==> src/hw/rtl/banked_framebuffer_pixel_writer_top_defines.svh <==
// assertion macros for the banked framebuffer pixel writer
// included by the top level; no other dependencies
`ifndef BANKED_FRAMEBUFFER_PIXEL_WRITER_TOP_DEFINES_SVH
`define BANKED_FRAMEBUFFER_PIXEL_WRITER_TOP_DEFINES_SVH

`ifndef SYNTHESIS

// antecedent implies consequent in the same cycle
`define BFPW_ASSERT_IMPLY(name, clk, rst_n, ante, cons, msg) \
    name: assert property (@(posedge clk) disable iff (!rst_n) (ante) |-> (cons)) \
        else $error(msg);

// antecedent implies consequent in the next cycle
`define BFPW_ASSERT_NEXT(name, clk, rst_n, ante, cons, msg) \
    name: assert property (@(posedge clk) disable iff (!rst_n) (ante) |=> (cons)) \
        else $error(msg);

`else

`define BFPW_ASSERT_IMPLY(name, clk, rst_n, ante, cons, msg)
`define BFPW_ASSERT_NEXT(name, clk, rst_n, ante, cons, msg)

`endif

`endif

==> src/hw/rtl/bfpw_pkg.sv <==
// shared types, constants and helper functions of the pixel writer
// used by every module of the block; depends on nothing
`timescale 1ns / 1ps

package bfpw_pkg;

    // design limits
    localparam int MAX_DIM_DEFAULT = 4096;
    localparam int MAX_RESULTS     = 8;
    localparam int SEL_W           = $clog2(MAX_RESULTS);
    localparam logic [SEL_W-1:0] ROOM_PLAIN = SEL_W'(MAX_RESULTS - 1);
    localparam logic [SEL_W-1:0] ROOM_HEAD  = SEL_W'(MAX_RESULTS - 2);

    // configuration port
    localparam int CFG_INDEX_W = 4;
    localparam int CFG_DATA_W  = 48;

    // register widths
    localparam int PB_W      = 4;
    localparam int LAYOUT_W  = 48;
    localparam int DIM_W     = 13;
    localparam int LGAP_W    = 16;
    localparam int BGAP_W    = 20;
    localparam int LPB_W     = 13;
    localparam int WLAYOUT_W = 32;

    // field widths
    localparam int CH_W     = 8;
    localparam int WIN_W    = 16;
    localparam int OFF_W    = 24;
    localparam int DATA_W   = 64;
    localparam int BCNT_W   = 4;

    // address arithmetic
    localparam int KB_SHIFT  = 10;
    localparam int WS_W      = WIN_W + KB_SHIFT;
    localparam int TOTAL_W   = 21;
    localparam int POS_W     = 25;
    localparam int QUO_W     = POS_W - KB_SHIFT;
    localparam int REM_W     = WIN_W;
    localparam int DIM_CMP_W = 17;

    // stream payloads
    localparam int S_TDATA_W = 3 * CH_W;
    localparam int M_FIELD_W = WIN_W + OFF_W + DATA_W + BCNT_W;
    localparam int M_TDATA_W = ((M_FIELD_W + 7) / 8) * 8;

    // reset values
    localparam logic [PB_W-1:0]      RST_PIXEL_BYTES    = PB_W'(4);
    localparam logic [LAYOUT_W-1:0]  RST_CHANNEL_LAYOUT = '0;
    localparam logic [DIM_W-1:0]     RST_FRAME_WIDTH    = DIM_W'(320);
    localparam logic [DIM_W-1:0]     RST_FRAME_HEIGHT   = DIM_W'(200);
    localparam logic [LGAP_W-1:0]    RST_LINE_GAP       = '0;
    localparam logic [BGAP_W-1:0]    RST_BANK_GAP       = '0;
    localparam logic [LPB_W-1:0]     RST_LINES_PER_BANK = LPB_W'(200);
    localparam logic [WLAYOUT_W-1:0] RST_WINDOW_LAYOUT  = '0;

    // register indexes
    typedef enum logic [CFG_INDEX_W-1:0] {
        REG_PIXEL_BYTES    = 4'd0,
        REG_CHANNEL_LAYOUT = 4'd1,
        REG_FRAME_WIDTH    = 4'd2,
        REG_FRAME_HEIGHT   = 4'd3,
        REG_LINE_GAP       = 4'd4,
        REG_BANK_GAP       = 4'd5,
        REG_LINES_PER_BANK = 4'd6,
        REG_WINDOW_LAYOUT  = 4'd7
    } cfg_reg_t;

    // result kinds
    typedef enum logic {
        KIND_WRITE  = 1'b0,
        KIND_SELECT = 1'b1
    } kind_t;

    // controller to datapath
    typedef struct packed {
        logic latch_pixel;
        logic prep;
        logic emit_sel0;
        logic emit_write;
        logic div_start;
        logic load_product;
        logic emit_sel;
    } cmd_t;

    // datapath to controller
    typedef struct packed {
        logic out_free;
        logic head_select;
        logic crossing;
        logic div_busy;
        logic sel_last;
    } sts_t;

    // place one channel: (c >> (8 - size)) << pos, nothing when pos is past the word
    function automatic logic [DATA_W-1:0] pack_channel(input logic [CH_W-1:0] c,
                                                       input logic [7:0] size,
                                                       input logic [7:0] pos);
        logic [3:0]        rsh;
        logic [CH_W-1:0]   v;
        logic [DATA_W-1:0] res;
        rsh = (size >= 8'd8) ? 4'd0 : 4'(8'd8 - size);
        v   = c >> rsh;
        if (pos >= 8'd64) begin
            res = '0;
        end else begin
            res = {{(DATA_W - CH_W){1'b0}}, v} << pos[5:0];
        end
        return res;
    endfunction

    // low pb bytes set
    function automatic logic [DATA_W-1:0] byte_mask(input logic [PB_W-1:0] pb);
        logic [DATA_W-1:0] m;
        for (int i = 0; i < DATA_W / 8; i++) begin
            m[8*i +: 8] = (PB_W'(i) < pb) ? 8'hFF : 8'h00;
        end
        return m;
    endfunction

endpackage

==> src/hw/rtl/bfpw_div.sv <==
// restoring divider, one quotient bit per cycle
// depends on bfpw_pkg for the operand widths
`timescale 1ns / 1ps

module bfpw_div (
    input  logic                          aclk,
    input  logic                          aresetn,
    input  logic                          start,
    input  logic [bfpw_pkg::QUO_W-1:0]    dividend,
    input  logic [bfpw_pkg::REM_W-1:0]    divisor,
    output logic                          busy,
    output logic [bfpw_pkg::QUO_W-1:0]    quotient,
    output logic [bfpw_pkg::REM_W-1:0]    remainder
);

    localparam int QW = bfpw_pkg::QUO_W;
    localparam int RW = bfpw_pkg::REM_W;
    localparam int CNT_W = $clog2(QW + 1);

    logic [RW-1:0]    rem_reg, rem_next;
    logic [QW-1:0]    quo_reg, quo_next;
    logic [CNT_W-1:0] cnt_reg;
    logic             busy_reg;
    logic [RW:0]      trial;
    logic             ge;

    // one shift-subtract step
    always_comb begin
        trial    = {rem_reg, quo_reg[QW-1]};
        ge       = trial >= {1'b0, divisor};
        rem_next = ge ? RW'(trial - {1'b0, divisor}) : RW'(trial);
        quo_next = {quo_reg[QW-2:0], ge};
    end

    // iteration control
    always_ff @(posedge aclk) begin
        if (!aresetn) begin
            busy_reg <= 1'b0;
            cnt_reg  <= '0;
        end else if (start) begin
            busy_reg <= 1'b1;
            cnt_reg  <= CNT_W'(QW);
        end else if (busy_reg) begin
            cnt_reg <= cnt_reg - CNT_W'(1);
            if (cnt_reg == CNT_W'(1)) begin
                busy_reg <= 1'b0;
            end
        end
    end

    // partial remainder and quotient
    always_ff @(posedge aclk) begin
        if (start) begin
            rem_reg <= '0;
            quo_reg <= dividend;
        end else if (busy_reg) begin
            rem_reg <= rem_next;
            quo_reg <= quo_next;
        end
    end

    assign busy      = busy_reg;
    assign quotient  = quo_reg;
    assign remainder = rem_reg;

endmodule

==> src/hw/rtl/bfpw_datapath.sv <==
// datapath: config registers, raster counters, pixel packing, window math,
// output register; depends on bfpw_pkg and bfpw_div
`timescale 1ns / 1ps

module bfpw_datapath #(
    parameter int MAX_DIM = bfpw_pkg::MAX_DIM_DEFAULT
) (
    input  logic                                aclk,
    input  logic                                aresetn,
    // configuration
    input  logic                                cfg_we,
    input  logic [bfpw_pkg::CFG_INDEX_W-1:0]    cfg_index,
    input  logic [bfpw_pkg::CFG_DATA_W-1:0]     cfg_data,
    // input pixel
    input  logic [bfpw_pkg::S_TDATA_W-1:0]      pixel,
    // control
    input  bfpw_pkg::cmd_t                      cmd,
    output bfpw_pkg::sts_t                      sts,
    // result register
    input  logic                                out_ready,
    output logic                                out_valid,
    output bfpw_pkg::kind_t                     out_kind,
    output logic [bfpw_pkg::WIN_W-1:0]          out_window_number,
    output logic [bfpw_pkg::OFF_W-1:0]          out_byte_offset,
    output logic [bfpw_pkg::DATA_W-1:0]         out_write_data,
    output logic [bfpw_pkg::BCNT_W-1:0]         out_byte_count,
    output logic                                out_last
);

    localparam int CW     = $clog2(MAX_DIM);
    localparam int CMPW   = bfpw_pkg::DIM_CMP_W;
    localparam int CH_W   = bfpw_pkg::CH_W;
    localparam int PB_W   = bfpw_pkg::PB_W;
    localparam int WIN_W  = bfpw_pkg::WIN_W;
    localparam int OFF_W  = bfpw_pkg::OFF_W;
    localparam int DATA_W = bfpw_pkg::DATA_W;
    localparam int POS_W  = bfpw_pkg::POS_W;
    localparam int TOT_W  = bfpw_pkg::TOTAL_W;
    localparam int QUO_W  = bfpw_pkg::QUO_W;
    localparam int REM_W  = bfpw_pkg::REM_W;
    localparam int KB     = bfpw_pkg::KB_SHIFT;
    localparam int LPB_W  = bfpw_pkg::LPB_W;
    localparam int SEL_W  = bfpw_pkg::SEL_W;

    // configuration registers
    logic [PB_W-1:0]                cfg_pixel_bytes_reg;
    logic [bfpw_pkg::LAYOUT_W-1:0]  cfg_channel_layout_reg;
    logic [bfpw_pkg::DIM_W-1:0]     cfg_frame_width_reg;
    logic [bfpw_pkg::DIM_W-1:0]     cfg_frame_height_reg;
    logic [bfpw_pkg::LGAP_W-1:0]    cfg_line_gap_reg;
    logic [bfpw_pkg::BGAP_W-1:0]    cfg_bank_gap_reg;
    logic [LPB_W-1:0]               cfg_lines_per_bank_reg;
    logic [bfpw_pkg::WLAYOUT_W-1:0] cfg_window_layout_reg;

    // raster and window state
    logic [CW-1:0]    column_reg, column_next;
    logic [CW-1:0]    row_reg, row_next;
    logic [LPB_W-1:0] bank_lines_reg, bank_lines_next;
    logic [WIN_W-1:0] window_index_reg;
    logic [OFF_W-1:0] window_offset_reg;

    // per-item working registers
    logic [CH_W-1:0]   red_reg, green_reg, blue_reg;
    logic [POS_W-1:0]  pos_reg;
    logic [OFF_W-1:0]  write_off_reg;
    logic [DATA_W-1:0] data_reg;
    logic [PB_W-1:0]   pb_out_reg;
    logic              fs_reg;
    logic [WIN_W-1:0]  final_idx_reg;
    logic [WIN_W-1:0]  acc_reg;
    logic [SEL_W-1:0]  sel_i_reg;

    // output register
    logic                       valid_reg;
    bfpw_pkg::kind_t            kind_reg;
    logic [WIN_W-1:0]           win_reg;
    logic [OFF_W-1:0]           off_reg;
    logic [DATA_W-1:0]          wdata_reg;
    logic [bfpw_pkg::BCNT_W-1:0] bcnt_reg;
    logic                       last_reg;

    // derived values
    logic [PB_W-1:0]            pb_eff;
    logic [WIN_W-1:0]           wsk;
    logic [WIN_W-1:0]           step;
    logic [bfpw_pkg::WS_W-1:0]  ws;
    logic                       reloc;
    logic [CMPW-1:0]            max_dim_ext, fw_ext, fh_ext, eff_w, eff_h;
    logic [LPB_W-1:0]           eff_lpb, cur_bank;
    logic [CW:0]                col1, row1;
    logic                       col_wrap, row_wrap, bank_wrap, fs_now;
    logic [TOT_W-1:0]           total;
    logic [OFF_W-1:0]           eff_off;
    logic [POS_W-1:0]           pos;
    logic [DATA_W-1:0]          packed_px;
    logic                       crossing;
    logic                       sel_last;
    logic [SEL_W-1:0]           room;
    logic                       out_free;
    logic                       load;
    logic [QUO_W+WIN_W-1:0]     prod_full;
    logic                       div_busy;
    logic [QUO_W-1:0]           quo;
    logic [REM_W-1:0]           rem;

    // configuration writes
    always_ff @(posedge aclk) begin
        if (!aresetn) begin
            cfg_pixel_bytes_reg    <= bfpw_pkg::RST_PIXEL_BYTES;
            cfg_channel_layout_reg <= bfpw_pkg::RST_CHANNEL_LAYOUT;
            cfg_frame_width_reg    <= bfpw_pkg::RST_FRAME_WIDTH;
            cfg_frame_height_reg   <= bfpw_pkg::RST_FRAME_HEIGHT;
            cfg_line_gap_reg       <= bfpw_pkg::RST_LINE_GAP;
            cfg_bank_gap_reg       <= bfpw_pkg::RST_BANK_GAP;
            cfg_lines_per_bank_reg <= bfpw_pkg::RST_LINES_PER_BANK;
            cfg_window_layout_reg  <= bfpw_pkg::RST_WINDOW_LAYOUT;
        end else if (cfg_we) begin
            unique case (cfg_index)
                bfpw_pkg::REG_PIXEL_BYTES: begin
                    cfg_pixel_bytes_reg <= cfg_data[PB_W-1:0];
                end
                bfpw_pkg::REG_CHANNEL_LAYOUT: begin
                    cfg_channel_layout_reg <= cfg_data[bfpw_pkg::LAYOUT_W-1:0];
                end
                bfpw_pkg::REG_FRAME_WIDTH: begin
                    cfg_frame_width_reg <= cfg_data[bfpw_pkg::DIM_W-1:0];
                end
                bfpw_pkg::REG_FRAME_HEIGHT: begin
                    cfg_frame_height_reg <= cfg_data[bfpw_pkg::DIM_W-1:0];
                end
                bfpw_pkg::REG_LINE_GAP: begin
                    cfg_line_gap_reg <= cfg_data[bfpw_pkg::LGAP_W-1:0];
                end
                bfpw_pkg::REG_BANK_GAP: begin
                    cfg_bank_gap_reg <= cfg_data[bfpw_pkg::BGAP_W-1:0];
                end
                bfpw_pkg::REG_LINES_PER_BANK: begin
                    cfg_lines_per_bank_reg <= cfg_data[LPB_W-1:0];
                end
                bfpw_pkg::REG_WINDOW_LAYOUT: begin
                    cfg_window_layout_reg <= cfg_data[bfpw_pkg::WLAYOUT_W-1:0];
                end
                default: begin
                end
            endcase
        end
    end

    // effective settings after clamping
    always_comb begin
        if (cfg_pixel_bytes_reg == '0) begin
            pb_eff = PB_W'(1);
        end else if (cfg_pixel_bytes_reg > PB_W'(8)) begin
            pb_eff = PB_W'(8);
        end else begin
            pb_eff = cfg_pixel_bytes_reg;
        end
        wsk   = cfg_window_layout_reg[WIN_W-1:0];
        step  = cfg_window_layout_reg[2*WIN_W-1:WIN_W];
        ws    = {wsk, {KB{1'b0}}};
        reloc = wsk != '0;
        max_dim_ext = CMPW'(MAX_DIM);
        fw_ext = CMPW'(cfg_frame_width_reg);
        fh_ext = CMPW'(cfg_frame_height_reg);
        eff_w = (fw_ext == '0) ? CMPW'(1) : ((fw_ext > max_dim_ext) ? max_dim_ext : fw_ext);
        eff_h = (fh_ext == '0) ? CMPW'(1) : ((fh_ext > max_dim_ext) ? max_dim_ext : fh_ext);
        eff_lpb = (cfg_lines_per_bank_reg == '0) ? LPB_W'(1) : cfg_lines_per_bank_reg;
    end

    // raster advance and byte step for the current pixel
    always_comb begin
        fs_now   = (column_reg == '0) && (row_reg == '0);
        cur_bank = fs_now ? eff_lpb : bank_lines_reg;
        col1     = {1'b0, column_reg} + (CW+1)'(1);
        row1     = {1'b0, row_reg} + (CW+1)'(1);
        col_wrap = CMPW'(col1) >= eff_w;
        row_wrap = CMPW'(row1) >= eff_h;
        bank_wrap = cur_bank <= LPB_W'(1);

        column_next     = col_wrap ? '0 : col1[CW-1:0];
        row_next        = row_reg;
        bank_lines_next = cur_bank;
        if (col_wrap) begin
            row_next        = row_wrap ? '0 : row1[CW-1:0];
            bank_lines_next = bank_wrap ? eff_lpb : cur_bank - LPB_W'(1);
        end

        total = TOT_W'(pb_eff)
              + (col_wrap ? TOT_W'(cfg_line_gap_reg) : '0)
              + ((col_wrap && bank_wrap) ? TOT_W'(cfg_bank_gap_reg) : '0);
        eff_off = fs_now ? '0 : window_offset_reg;
        pos     = POS_W'(eff_off) + POS_W'(total);
    end

    // channel packing
    always_comb begin
        packed_px = bfpw_pkg::pack_channel(red_reg, cfg_channel_layout_reg[7:0],
                                           cfg_channel_layout_reg[15:8])
                  | bfpw_pkg::pack_channel(green_reg, cfg_channel_layout_reg[23:16],
                                           cfg_channel_layout_reg[31:24])
                  | bfpw_pkg::pack_channel(blue_reg, cfg_channel_layout_reg[39:32],
                                           cfg_channel_layout_reg[47:40]);
    end

    // window crossing and select bookkeeping
    always_comb begin
        crossing  = reloc && ({1'b0, pos_reg} >= ws);
        room      = fs_reg ? bfpw_pkg::ROOM_HEAD : bfpw_pkg::ROOM_PLAIN;
        sel_last  = (sel_i_reg == room) || (QUO_W'(sel_i_reg) == quo);
        prod_full = {{WIN_W{1'b0}}, quo} * {{QUO_W{1'b0}}, step};
        out_free  = !valid_reg || out_ready;
        load      = cmd.emit_sel0 || cmd.emit_write || cmd.emit_sel;
    end

    // offset divided by window size, in kilobyte units
    bfpw_div u_div (
        .aclk      (aclk),
        .aresetn   (aresetn),
        .start     (cmd.div_start),
        .dividend  (pos_reg[POS_W-1:KB]),
        .divisor   (wsk),
        .busy      (div_busy),
        .quotient  (quo),
        .remainder (rem)
    );

    // pixel capture
    always_ff @(posedge aclk) begin
        if (cmd.latch_pixel) begin
            red_reg   <= pixel[CH_W-1:0];
            green_reg <= pixel[2*CH_W-1:CH_W];
            blue_reg  <= pixel[3*CH_W-1:2*CH_W];
        end
    end

    // per-item working values
    always_ff @(posedge aclk) begin
        if (cmd.prep) begin
            pos_reg       <= pos;
            write_off_reg <= eff_off;
            data_reg      <= packed_px & bfpw_pkg::byte_mask(pb_eff);
            pb_out_reg    <= pb_eff;
            fs_reg        <= fs_now;
        end
        if (cmd.load_product) begin
            final_idx_reg <= window_index_reg + prod_full[WIN_W-1:0];
            acc_reg       <= window_index_reg + step;
        end else if (cmd.emit_sel) begin
            acc_reg <= acc_reg + step;
        end
    end

    // select counter
    always_ff @(posedge aclk) begin
        if (!aresetn) begin
            sel_i_reg <= '0;
        end else if (cmd.load_product) begin
            sel_i_reg <= SEL_W'(1);
        end else if (cmd.emit_sel) begin
            sel_i_reg <= sel_i_reg + SEL_W'(1);
        end
    end

    // raster counters, window number and offset
    always_ff @(posedge aclk) begin
        if (!aresetn) begin
            column_reg        <= '0;
            row_reg           <= '0;
            bank_lines_reg    <= bfpw_pkg::RST_LINES_PER_BANK;
            window_index_reg  <= '0;
            window_offset_reg <= '0;
        end else begin
            if (cmd.prep) begin
                column_reg     <= column_next;
                row_reg        <= row_next;
                bank_lines_reg <= bank_lines_next;
                if (fs_now) begin
                    window_index_reg <= '0;
                end
            end
            if (cmd.emit_write && !crossing) begin
                window_offset_reg <= pos_reg[OFF_W-1:0];
            end
            if (cmd.emit_sel && sel_last) begin
                window_index_reg  <= final_idx_reg;
                window_offset_reg <= OFF_W'({rem, pos_reg[KB-1:0]});
            end
        end
    end

    // result register valid
    always_ff @(posedge aclk) begin
        if (!aresetn) begin
            valid_reg <= 1'b0;
        end else if (load) begin
            valid_reg <= 1'b1;
        end else if (out_ready) begin
            valid_reg <= 1'b0;
        end
    end

    // result register payload
    always_ff @(posedge aclk) begin
        if (cmd.emit_sel0) begin
            kind_reg  <= bfpw_pkg::KIND_SELECT;
            win_reg   <= '0;
            off_reg   <= '0;
            wdata_reg <= '0;
            bcnt_reg  <= '0;
            last_reg  <= 1'b0;
        end else if (cmd.emit_write) begin
            kind_reg  <= bfpw_pkg::KIND_WRITE;
            win_reg   <= '0;
            off_reg   <= write_off_reg;
            wdata_reg <= data_reg;
            bcnt_reg  <= pb_out_reg;
            last_reg  <= !crossing;
        end else if (cmd.emit_sel) begin
            kind_reg  <= bfpw_pkg::KIND_SELECT;
            win_reg   <= sel_last ? final_idx_reg : acc_reg;
            off_reg   <= '0;
            wdata_reg <= '0;
            bcnt_reg  <= '0;
            last_reg  <= sel_last;
        end
    end

    // status toward the controller
    always_comb begin
        sts.out_free    = out_free;
        sts.head_select = fs_now && reloc;
        sts.crossing    = crossing;
        sts.div_busy    = div_busy;
        sts.sel_last    = sel_last;
    end

    assign out_valid         = valid_reg;
    assign out_kind          = kind_reg;
    assign out_window_number = win_reg;
    assign out_byte_offset   = off_reg;
    assign out_write_data    = wdata_reg;
    assign out_byte_count    = bcnt_reg;
    assign out_last          = last_reg;

endmodule

==> src/hw/rtl/bfpw_ctrl.sv <==
// controller state machine: sequences capture, write, divide and selects
// depends on bfpw_pkg for the command and status structs
`timescale 1ns / 1ps

module bfpw_ctrl (
    input  logic            aclk,
    input  logic            aresetn,
    input  logic            in_valid,
    output logic            in_ready,
    input  bfpw_pkg::sts_t  sts,
    output bfpw_pkg::cmd_t  cmd
);

    typedef enum logic [6:0] {
        ST_IDLE  = 7'b0000001,
        ST_PREP  = 7'b0000010,
        ST_SEL0  = 7'b0000100,
        ST_WRITE = 7'b0001000,
        ST_DIV   = 7'b0010000,
        ST_MUL   = 7'b0100000,
        ST_SEL   = 7'b1000000
    } state_t;

    state_t state_reg, state_next;

    // next state and commands
    always_comb begin
        state_next = state_reg;
        cmd        = '0;
        in_ready   = 1'b0;
        unique case (state_reg)
            ST_IDLE: begin
                in_ready = 1'b1;
                if (in_valid) begin
                    cmd.latch_pixel = 1'b1;
                    state_next      = ST_PREP;
                end
            end
            ST_PREP: begin
                cmd.prep   = 1'b1;
                state_next = sts.head_select ? ST_SEL0 : ST_WRITE;
            end
            ST_SEL0: begin
                if (sts.out_free) begin
                    cmd.emit_sel0 = 1'b1;
                    state_next    = ST_WRITE;
                end
            end
            ST_WRITE: begin
                if (sts.out_free) begin
                    cmd.emit_write = 1'b1;
                    if (sts.crossing) begin
                        cmd.div_start = 1'b1;
                        state_next    = ST_DIV;
                    end else begin
                        state_next = ST_IDLE;
                    end
                end
            end
            ST_DIV: begin
                if (!sts.div_busy) begin
                    state_next = ST_MUL;
                end
            end
            ST_MUL: begin
                cmd.load_product = 1'b1;
                state_next       = ST_SEL;
            end
            ST_SEL: begin
                if (sts.out_free) begin
                    cmd.emit_sel = 1'b1;
                    if (sts.sel_last) begin
                        state_next = ST_IDLE;
                    end
                end
            end
            default: begin
                state_next = ST_IDLE;
            end
        endcase
    end

    // state register
    always_ff @(posedge aclk) begin
        if (!aresetn) begin
            state_reg <= ST_IDLE;
        end else begin
            state_reg <= state_next;
        end
    end

endmodule

==> src/hw/rtl/banked_framebuffer_pixel_writer_top.sv <==
// Banked framebuffer pixel writer, top level.
// Input stream: one RGB pixel per transfer in raster order. Output stream: pixel
// writes (tuser 0) with offset, packed data and byte count, and window selects
// (tuser 1) carrying the new window number; tlast marks the final result of a pixel.
// Configuration channel: index and data, always ready; it is to be written only
// while idle, which the user must keep to, as the block does not enforce it.
// Each pixel passes capture, address/pack and write; at the start of a frame
// with a relocatable window a select of window 0 leads the write. A window
// crossing adds the 15-step divider that splits the new offset into window
// count and remainder, then the step multiply, then the selects.
// At most 8 results per pixel; surplus intermediate selects are dropped.
// Reset (aresetn low, synchronous) loads the default registers and puts the
// raster at frame start; no memory, no clearing pass.
// A stalled receiver holds the output register; the pipeline waits on it and
// the next pixel is taken as soon as the current one has issued its results.
// Depends on bfpw_pkg, bfpw_div, bfpw_datapath, bfpw_ctrl and the defines header.
`timescale 1ns / 1ps
`include "banked_framebuffer_pixel_writer_top_defines.svh"

module banked_framebuffer_pixel_writer_top #(
    parameter int MAX_DIM = bfpw_pkg::MAX_DIM_DEFAULT
) (
    input  logic                                aclk,
    input  logic                                aresetn,
    // configuration write channel
    input  logic                                cfg_valid,
    output logic                                cfg_ready,
    input  logic [bfpw_pkg::CFG_INDEX_W-1:0]    cfg_index,
    input  logic [bfpw_pkg::CFG_DATA_W-1:0]     cfg_data,
    // pixel input
    input  logic                                s_axis_tvalid,
    output logic                                s_axis_tready,
    input  logic [bfpw_pkg::S_TDATA_W-1:0]      s_axis_tdata,  // red, green, blue
    // results
    output logic                                m_axis_tvalid,
    input  logic                                m_axis_tready,
    // window_number, byte_offset, write_data, byte_count, zero pad
    output logic [bfpw_pkg::M_TDATA_W-1:0]      m_axis_tdata,
    output logic                                m_axis_tuser,  // kind
    output logic                                m_axis_tlast
);

    localparam int WIN_W  = bfpw_pkg::WIN_W;
    localparam int OFF_W  = bfpw_pkg::OFF_W;
    localparam int DATA_W = bfpw_pkg::DATA_W;
    localparam int BCNT_W = bfpw_pkg::BCNT_W;
    localparam int CNT_LSB = WIN_W + OFF_W + DATA_W;
    localparam int CNT_MSB = CNT_LSB + BCNT_W - 1;
    localparam int PAD_W   = bfpw_pkg::M_TDATA_W - bfpw_pkg::M_FIELD_W;

    bfpw_pkg::cmd_t  cmd;
    bfpw_pkg::sts_t  sts;
    bfpw_pkg::kind_t out_kind;
    logic [WIN_W-1:0]  out_win;
    logic [OFF_W-1:0]  out_off;
    logic [DATA_W-1:0] out_data;
    logic [BCNT_W-1:0] out_cnt;

    // configuration is accepted every cycle
    assign cfg_ready = 1'b1;

    bfpw_ctrl u_ctrl (
        .aclk     (aclk),
        .aresetn  (aresetn),
        .in_valid (s_axis_tvalid),
        .in_ready (s_axis_tready),
        .sts      (sts),
        .cmd      (cmd)
    );

    bfpw_datapath #(
        .MAX_DIM (MAX_DIM)
    ) u_datapath (
        .aclk              (aclk),
        .aresetn           (aresetn),
        .cfg_we            (cfg_valid),
        .cfg_index         (cfg_index),
        .cfg_data          (cfg_data),
        .pixel             (s_axis_tdata),
        .cmd               (cmd),
        .sts               (sts),
        .out_ready         (m_axis_tready),
        .out_valid         (m_axis_tvalid),
        .out_kind          (out_kind),
        .out_window_number (out_win),
        .out_byte_offset   (out_off),
        .out_write_data    (out_data),
        .out_byte_count    (out_cnt),
        .out_last          (m_axis_tlast)
    );

    // result payload packing
    assign m_axis_tdata = {{PAD_W{1'b0}}, out_cnt, out_data, out_off, out_win};
    assign m_axis_tuser = out_kind;

    // checks
    `BFPW_ASSERT_IMPLY(a_emit_needs_room, aclk, aresetn,
        cmd.emit_sel0 || cmd.emit_write || cmd.emit_sel, sts.out_free,
        "result loaded while output register is occupied")
    `BFPW_ASSERT_NEXT(a_div_runs, aclk, aresetn, cmd.div_start, sts.div_busy,
        "divider did not start")
    `BFPW_ASSERT_IMPLY(a_write_count, aclk, aresetn, m_axis_tvalid && !m_axis_tuser,
        m_axis_tdata[CNT_MSB:CNT_LSB] != '0 && m_axis_tdata[CNT_MSB:CNT_LSB] <= 4'd8,
        "pixel write with byte count out of range")
    `BFPW_ASSERT_IMPLY(a_select_clean, aclk, aresetn, m_axis_tvalid && m_axis_tuser,
        m_axis_tdata[bfpw_pkg::M_TDATA_W-1:WIN_W] == '0,
        "window select carries offset, data or count")

endmodule
==> config.mk <==
export PLATFORM = sky130hd
export DESIGN_NAME = banked_framebuffer_pixel_writer_top
export DESIGN_NICKNAME = d
export VERILOG_FILES = /design/src/hw/rtl/bfpw_pkg.sv /design/src/hw/rtl/bfpw_div.sv /design/src/hw/rtl/bfpw_datapath.sv /design/src/hw/rtl/bfpw_ctrl.sv /design/src/hw/rtl/banked_framebuffer_pixel_writer_top.sv
export VERILOG_INCLUDE_DIRS = /design/src /design/src/hw/rtl
export SDC_FILE = /design/constraint.sdc
export NUM_CORES = 2
export LEC_CHECK = 0
export BUFFER_PORTS_ARGS = -buffer_cell sky130_fd_sc_hd__buf_2
export CAP_MARGIN = 5
export CORE_ASPECT_RATIO = 0.5
export CORE_UTILIZATION = 56
export CTS_CLUSTER_SIZE = 25
export DETAILED_ROUTE_END_ITERATION = 16
export PLACE_DENSITY = 0.86
export SYNTH_ARGS = -nofsm -noshare
export SYNTH_HDL_FRONTEND = slang
export SYNTH_SLANG_ARGS = --single-unit
export TNS_END_PERCENT = 20
==> constraint.sdc <==
create_clock -name aclk -period 8.3 [get_ports aclk]
set_clock_uncertainty 0.15 [all_clocks]
set_input_delay 1.66 -clock aclk [delete_from_list [all_inputs] [get_ports aclk]]
set_output_delay 1.66 -clock aclk [all_outputs]
set_load 0.01 [all_outputs]
; ---- Yosys cells after proc, flatten, opt, wreduce, memory -nomap -nowiden
; Index checks and enable logic that the tools add are counted.
[op_classes]
n_addsub = 15
n_mul = 1
order_cmp = 22
n_eq_ne = 23
shifts = 6
mux = 80
bitwise_logic = 4
reduce_logical = 40
[op_table]
columns = cell, n
row1 = 64-bit two-way mux, 5
row2 = 8-bit by 6-bit left shift with 64-bit output, 3
row3 = 16-bit two-way mux, 8
row4 = 64-bit OR, 2
row5 = 24-bit two-way mux, 5
row6 = 13-bit two-way mux, 6
row7 = 64-bit AND, 1
row8 = 8-bit two-way mux, 8
row9 = 7-bit one-hot mux with 7 select lines, 1
row10 = 16-bit adder, 3
row11 = 7-bit two-way mux, 6
row12 = 4-bit two-way mux, 10
row13 = 13-bit zero test, 3
row14 = 13-bit by 17-bit greater-or-equal comparator with 1-bit output, 2
row15 = 17-bit two-way mux, 2
row16 = 15-bit two-way mux, 2
row17 = "12-bit by 1-bit adder with 13-bit output, second input constant", 2
row18 = 25-bit by 26-bit greater-or-equal comparator with 1-bit output, 1
row19 = "13-bit > comparator, second input constant", 2
row20 = 24-bit by 21-bit adder with 25-bit output, 1
row21 = "8-bit by 4-bit greater-or-equal comparator with 1-bit output, second input constant", 3
row22 = "8-bit by 7-bit greater-or-equal comparator with 1-bit output, second input constant", 3
row23 = 12-bit zero test, 2
row24 = 12-bit two-way mux, 2
row25 = other kinds (43), 108
[word_totals]
ff_bits = 567
out_inout_bits = 117
word_cells = 228

; ---- Logic depth before layout (Yosys ltp)
[depth]
ltp_word = 8
depth_mapped = 42
mapped_depth_nobuf = 37

; ---- Cells and area by module
; A second synthesis with hierarchy kept.
[unflattened]
cells_unflattened = 4171
area_unflattened_um2 = 36600.1
[by_module_without_submodules]
columns = module, instances, cells_per_inst, area_each_um2, seq_area_each_um2
row1 = bfpw_datapath, 1, 3817, 33522.2, 12231.7
row2 = bfpw_div, 1, 283, 2497.4, 870.8
row3 = bfpw_ctrl, 1, 64, 535.5, 140.1
row4 = banked_framebuffer_pixel_writer_top, 1, 7, 45.0, 0.0

; ---- Worst setup path after synthesis
; OpenSTA, ideal clock, no wires.
[synth_timing]
kind = register to register
start = register u_datapath.row_reg[0]
end = register u_datapath.pos_reg[22] (data pin)
arrival_time_ns = 7.388
required_ns = 7.891
path_slack_ns = 0.503
path_stages_with_launch = 40
period_less_slack_ns = 7.797
cell_sequence = dfxtp_1 -> inv_1 -> ha_1 -> nor4b_1 -> nand4_1 -> or2_1 -> buf_2 -> clkinv_4 -> buf_2 -> buf_1 -> o21ai_0 -> inv_1 -> ha_1 -> inv_1 -> o21ai_0 -> a21oi_2 -> a2111o_1 -> buf_4 -> [... 4 more ...] -> inv_1 -> ha_1 -> fa_1 -> a211oi_1 -> nor2_1 -> o41ai_1 -> o2111ai_1 -> and3_1 -> o21ai_0 -> nor3b_1 -> nor2_1 -> ha_1 -> and3_1 -> and3_1 -> a211o_1 -> a21oi_1 -> nor2_1 -> xnor2_1
[synth_via]
elab_chain_cells = 8
elab_cells_between_ends = 9
[synth_lines]
columns = element, line_no
row1 = "start, declared", bfpw_datapath.sv:57  ; logic [CW-1:0] row_reg, row_next;
row2 = "start signal, assigned", bfpw_datapath.sv:275  ; row_reg <= row_next;
row3 = 12-bit zero test *, bfpw_datapath.sv:172  ; fs_now = (column_reg == '0) && (row_reg == '0);
row4 = 1-bit logical AND *, bfpw_datapath.sv:172
row5 = named net u_datapath.fs_now, bfpw_datapath.sv:91  ; logic col_wrap, row_wrap, bank_wrap, fs_now;
row6 = 13-bit two-way mux, bfpw_datapath.sv:173  ; cur_bank = fs_now ? eff_lpb : bank_lines_reg;
row7 = 13-bit by 1-bit less-or-equal comparator with 1-bit output, bfpw_datapath.sv:178  ; bank_wrap = cur_bank <= LPB_W'(1);
row8 = 1-bit logical AND, bfpw_datapath.sv:190  ; + ((col_wrap && bank_wrap) ? TOT_W'(cfg_bank_gap_reg) : '0);
row9 = 20-bit two-way mux, bfpw_datapath.sv:190
row10 = 21-bit adder, bfpw_datapath.sv:190
row11 = 24-bit by 21-bit adder with 25-bit output *, bfpw_datapath.sv:192  ; pos = POS_W'(eff_off) + POS_W'(total);
row12 = named net u_datapath.pos[22], bfpw_datapath.sv:94  ; logic [POS_W-1:0] pos;
row13 = "end signal, assigned", bfpw_datapath.sv:239  ; pos_reg <= pos;
row14 = "end, declared", bfpw_datapath.sv:64  ; logic [POS_W-1:0] pos_reg;
; The timed path passes the listed nets; every way through them passes the cells marked *.
; A chain may end at the register's enable or synchronous reset.

; ---- Worst setup path in the final report
[layout_timing]
start = register u_datapath.column_reg[1]
end = register u_datapath.pos_reg[22] (data pin)
[layout_via]
elab_chain_cells = 8
elab_cells_between_ends = 13
[layout_lines]
columns = element, line_no
row1 = "start, declared", bfpw_datapath.sv:56  ; logic [CW-1:0] column_reg, column_next;
row2 = "start signal, assigned", bfpw_datapath.sv:274  ; column_reg <= column_next;
row3 = "parallel branches: the longest is 7 deep, another holds 4-bit by 21-bit adder with 21-bit output", --
row4 = 24-bit by 21-bit adder with 25-bit output *, bfpw_datapath.sv:192
row5 = named net u_datapath.pos[22], bfpw_datapath.sv:94
; Mark *: on every way through the listed nets, which the timed path passes.

==> results summary <==
The flow ran to the end, but the final reports show violations. The checks that failed: max-capacitance violations, max-slew violations. The fraction of synthesized cell area taken by the top area cell type came out at 21.22%. The count of pins on the block boundary came out at 198.

In the routed design, unresolved DRC markers number 0. The relative contribution of sequential cells to total power came out at between 40% and 50%. The average via count per standard cell came out at 6.408.

The initial core utilization is between 50 and 60%. The slack of the worst reg-to-reg path came out at about 0.53 ns. The mean instance size in the synthesized netlist is 8.717 um^2. The final layout contains routed wiring with a total length of about 110000 um.

In this run the cell area of the synthesized design comes to 35650 um^2. On the critical path, the stage with the largest delay is an instance of sky130_fd_sc_hd__fa_1. The count of max-cap constraint violations came out at 1. The layout net count came out at 4529. The proportion of register bits with asynchronous set or reset after synthesis came out at 0%. The total leakage power is 15.83 nW. Of the total power, combinational logic draws roughly 19%. VDD sags by at most 0.0001490 V. The leftover overflow at the end of global routing came out at 0.

The worst flop-to-flop path startpoint is u_datapath.column_reg[1]. CTS built an H-tree with a depth of 2. The dominant register cell in the synthesized netlist is sky130_fd_sc_hd__dfxtp_1. The highest cell delay on the worst timing path came out at around 0.41 ns. Port buffering added around 190 buffers. The leading area contributor after synthesis is sky130_fd_sc_hd__dfxtp_1. The pre-CTS worst setup slack is 0.3324 ns. For the worst setup path, the data arrival time is roughly 8.0 ns. The tightest min-delay check is of the reg2reg type.

The sequential cell area fraction in the yosys report came out at 37.14%. The clock tree from TritonCTS is done. On the critical path the largest part of the delay comes from compound AO/OA/AOI/OAI gates. The total routing usage reported by global routing came out at approximately 34%.

The CTS root buffer is sky130_fd_sc_hd__clkbuf_16. Yosys mapped the design onto roughly 110 distinct sky130hd cell types. The final weighted congestion of routability-driven global placement came out at a little over 1. The count of final hold-check violations was 0. The wire length of the first global-routing pass came out at 175300 um. The final cell utilization of the core is between 60% and 70%.

The number of buffers and inverters on the critical path is 4. The count of final setup violators is 0. The internal power of the cells totals between 5 and 6 mW.

The critical path launch point type is a register. The final hold slack came out at 0.3024 ns. The number of antenna violations at the first check in global routing came out at 2. The placeable core area came out at a little over 60000 um^2. The number of global-route vias before repair came to 30520. After the first detailed-routing iteration, the DRC count stood at ~4000. The clock power share came out at between 30 and 40%. The site row count is 64. The Yosys warning count is 0.

The upper clock frequency limit came out at between 100 and 150 MHz. The final cycle utilization of the critical path is 93.66%. The insertion delay of the later-clocked pin in the worst-skew pair is about 0.63 ns. Once routing completed, OpenROAD measured the worst setup slack at 0.5260 ns.

The net switching share of the total power came out at 30.40%. CTS saw ~570 sinks. The power per cell area is 186.5 nW/um^2. The startpoint identified for the worst hold timing path is u_datapath.cfg_bank_gap_reg[9].

The floorplan step defined a die boundary enclosing about 65000 um^2. The relative max-transition margin came out at -4.907%. The cell type with the highest occurrence count on the critical path is sky130_fd_sc_hd__and3_1. The clock period minus final worst setup slack came out at 7.774 ns. The worst-margin pin slew came out at between 1.5 and 2 ns.

The endpoint required time on the critical path is approximately 8.5 ns. By startpoint and endpoint, the worst setup path is classified as reg2reg. In this run the critical register-to-register path is captured at u_datapath.pos_reg[22]. The area growth from synthesis to layout is 9.202%.

In this run the worst path has a maximum fanout of 10. In the final layout, the share of cells above drive strength 1 is 10.75%. The final max-slew violation count came out at 6. The number of routed nets with antenna violations came out at 0.

The capture endpoint of the worst hold path is u_datapath.cfg_bank_gap_reg[9]. Synthesis produced a netlist whose cell count is between 4000 and 5000. The detailed-routing iteration count for the pre-antenna-repair pass came out at 6. The vertical die dimension came out at roughly 180 um. The half-perimeter wire length of the detailed placement result is about 83000 um.

The register clock-pin slew on the reported worst setup and hold paths is approximately 0.07 ns. The worst setup path is captured at a register. Counting flops and latches in the post-synthesis netlist gives ~570. In this run, CTS created clock tree buffers numbering 50. The maximum number of pins on one net before global-route repair came out at 94. The net switching power came out at 2.207 mW. In the final routed layout, each cell accounts on average for about 23 um. The longest clock path from root to sink contains 3 buffers. The number of flops mapped to enable cells by yosys is around 190. The number of vias after detailed routing came out at between 30000 and 40000. The number of cells on the worst reg-to-reg path came out at 34. The die is around 360 um wide.

Sorting the synthesized cells by area gives the leading types as sky130_fd_sc_hd__dfxtp_1, sky130_fd_sc_hd__edfxtp_1, sky130_fd_sc_hd__nand2_1, sky130_fd_sc_hd__ha_1, sky130_fd_sc_hd__fa_1. The cell depth of the worst min-delay path is 2.
-- power groups by stage --
stage          logic (mW)  registers (mW)  clock network [mW]
2_1_floorplan       0.860            3.43                   0
3_3_place_gp         1.33            3.42                   0
3_5_place_dp         1.38            3.42                   0
4_1_cts              1.40            3.37                2.48
5_1_grt              1.54            3.40                2.60
6_report             1.41            3.37                2.48
-- logic make-up (layout without fill, tap and decap cells) --
logic type,after synthesis,in the layout,synth area share (%)
AND/OR/NAND/NOR,1539,1539,19.92
adder cells (fa/ha/maj),285,285,12.15
other,2,8,0.02106
flip-flops,567,567,37.14
XOR/XNOR,137,137,3.387
buffers and inverters,462,572,5.152
AO/OA/AOI/OAI,941,941,17.57
multiplexers,157,157,4.660
-- cell type report --
| cell class | count | area, um^2 |
|---|---|---|
| diodes | 3 | 7.507 |
| flip-flops and latches | 567 | 13250 |
| repair buffers | 242 | 1336 |
| inverters | 238 | 905.9 |
| fillers | 5158 | 23050 |
| clock inverters | 24 | 231.5 |
| multi-input cells | 3064 | 20690 |
| clock buffers | 68 | 1485 |
| well taps | 825 | 1032 |
-- what timing repair did --
action	in CTS	in global routing
setup endpoints to repair	0	11
resized for setup	0	17
hold endpoints to repair	0	0
hold buffers	0	0
setup buffers	0	1
-- worst register-to-register path: cells and delay by family, from the launching register on --
kind	cells	cell delay, ns
compound gates	13	3.03
xor+xnor	3	0.43
fa+ha+maj	5	1.53
buf+inv	4	0.57
flops	1	0.37
simple gates	9	1.48
-- cell usage in the layout, fill, tap and decap left out, drive strengths merged, types with 24 or more instances in the layout --
master / instances
a21o: 30
o221ai: 41
nor2: 352
mux2: 29
nand2: 634
a22oi: 101
o21ai: 152
nand2b: 35
or3: 24
fa: 102
nor4: 24
a21oi: 297
nor3: 81
nand3: 101
a31oi: 42
inv: 237
dfxtp: 378
edfxtp: 189
o211ai: 30
and2: 108
a211oi: 47
mux2i: 126
nand4: 24
nor2b: 27
xnor2: 90
ha: 183
and3: 48
clkbuf: 68
buf: 242
xor2: 47
-- worst max path at each step --
stage | cells past startpoint | end | slack, ns | start
2_1_floorplan | 39 | u_datapath.pos_reg[22] | 0.50 | u_datapath.row_reg[0]
3_3_place_gp | 34 | u_datapath.pos_reg[22] | 0.49 | u_datapath.column_reg[0]
3_5_place_dp | 34 | u_datapath.pos_reg[22] | 0.33 | u_datapath.column_reg[0]
4_1_cts | 34 | u_datapath.pos_reg[22] | 0.24 | u_datapath.column_reg[0]
5_1_grt | 35 | u_datapath.pos_reg[22] | -0.06 | u_datapath.column_reg[1]
6_report | 34 | u_datapath.pos_reg[22] | 0.53 | u_datapath.column_reg[1]
-- routing by layer --
metal  global-route usage [%]  share of wire, %  wire [um]  up-vias
met3                    7.299                10      11830      281
met2                    52.95                44      50190     1778
met4                    11.55               3.3       3695        2
li1                         -                 -          -    14640
met5                        0             0.011         13        -
met1                    47.59                42      47920    15540
-- synthesized netlist by cell type (21+ instances only) --
master,count
sky130_fd_sc_hd__a211oi_1,43
sky130_fd_sc_hd__a21o_1,30
sky130_fd_sc_hd__a21oi_1,294
sky130_fd_sc_hd__a22oi_1,101
sky130_fd_sc_hd__a31oi_1,39
sky130_fd_sc_hd__and2_1,106
sky130_fd_sc_hd__and3_1,48
sky130_fd_sc_hd__clkbuf_1,183
sky130_fd_sc_hd__dfxtp_1,378
sky130_fd_sc_hd__edfxtp_1,189
sky130_fd_sc_hd__fa_1,102
sky130_fd_sc_hd__ha_1,183
sky130_fd_sc_hd__inv_1,233
sky130_fd_sc_hd__mux2_2,29
sky130_fd_sc_hd__mux2i_1,123
sky130_fd_sc_hd__nand2_1,633
sky130_fd_sc_hd__nand2b_1,35
sky130_fd_sc_hd__nand3_1,101
sky130_fd_sc_hd__nand3b_1,21
sky130_fd_sc_hd__nand4_1,24
sky130_fd_sc_hd__nor2_1,348
sky130_fd_sc_hd__nor2b_1,27
sky130_fd_sc_hd__nor3_1,78
sky130_fd_sc_hd__nor4_1,24
sky130_fd_sc_hd__o211ai_1,30
sky130_fd_sc_hd__o21ai_0,146
sky130_fd_sc_hd__o221ai_1,40
sky130_fd_sc_hd__or3_1,23
sky130_fd_sc_hd__xnor2_1,89
sky130_fd_sc_hd__xor2_1,47
-- through the flow --
| stage | std cells | total power, mW | setup TNS, ns | area (um^2) |
|---|---|---|---|---|
| 6_report | 5031 | 7.259 | 0 | 38930 |
| 5_1_grt | 5029 | 7.546 | -0.07736 | 38930 |
| 4_1_cts | 5027 | 7.245 | 0 | 38860 |
| 3_5_place_dp | 4935 | 4.807 | 0 | 37140 |
| 3_3_place_gp | 4935 | 4.748 | 0 | 37140 |
| 2_1_floorplan | 4093 | 4.291 | 0 | 35660 |
No activity file was read; power rests on OpenSTA's default activity.
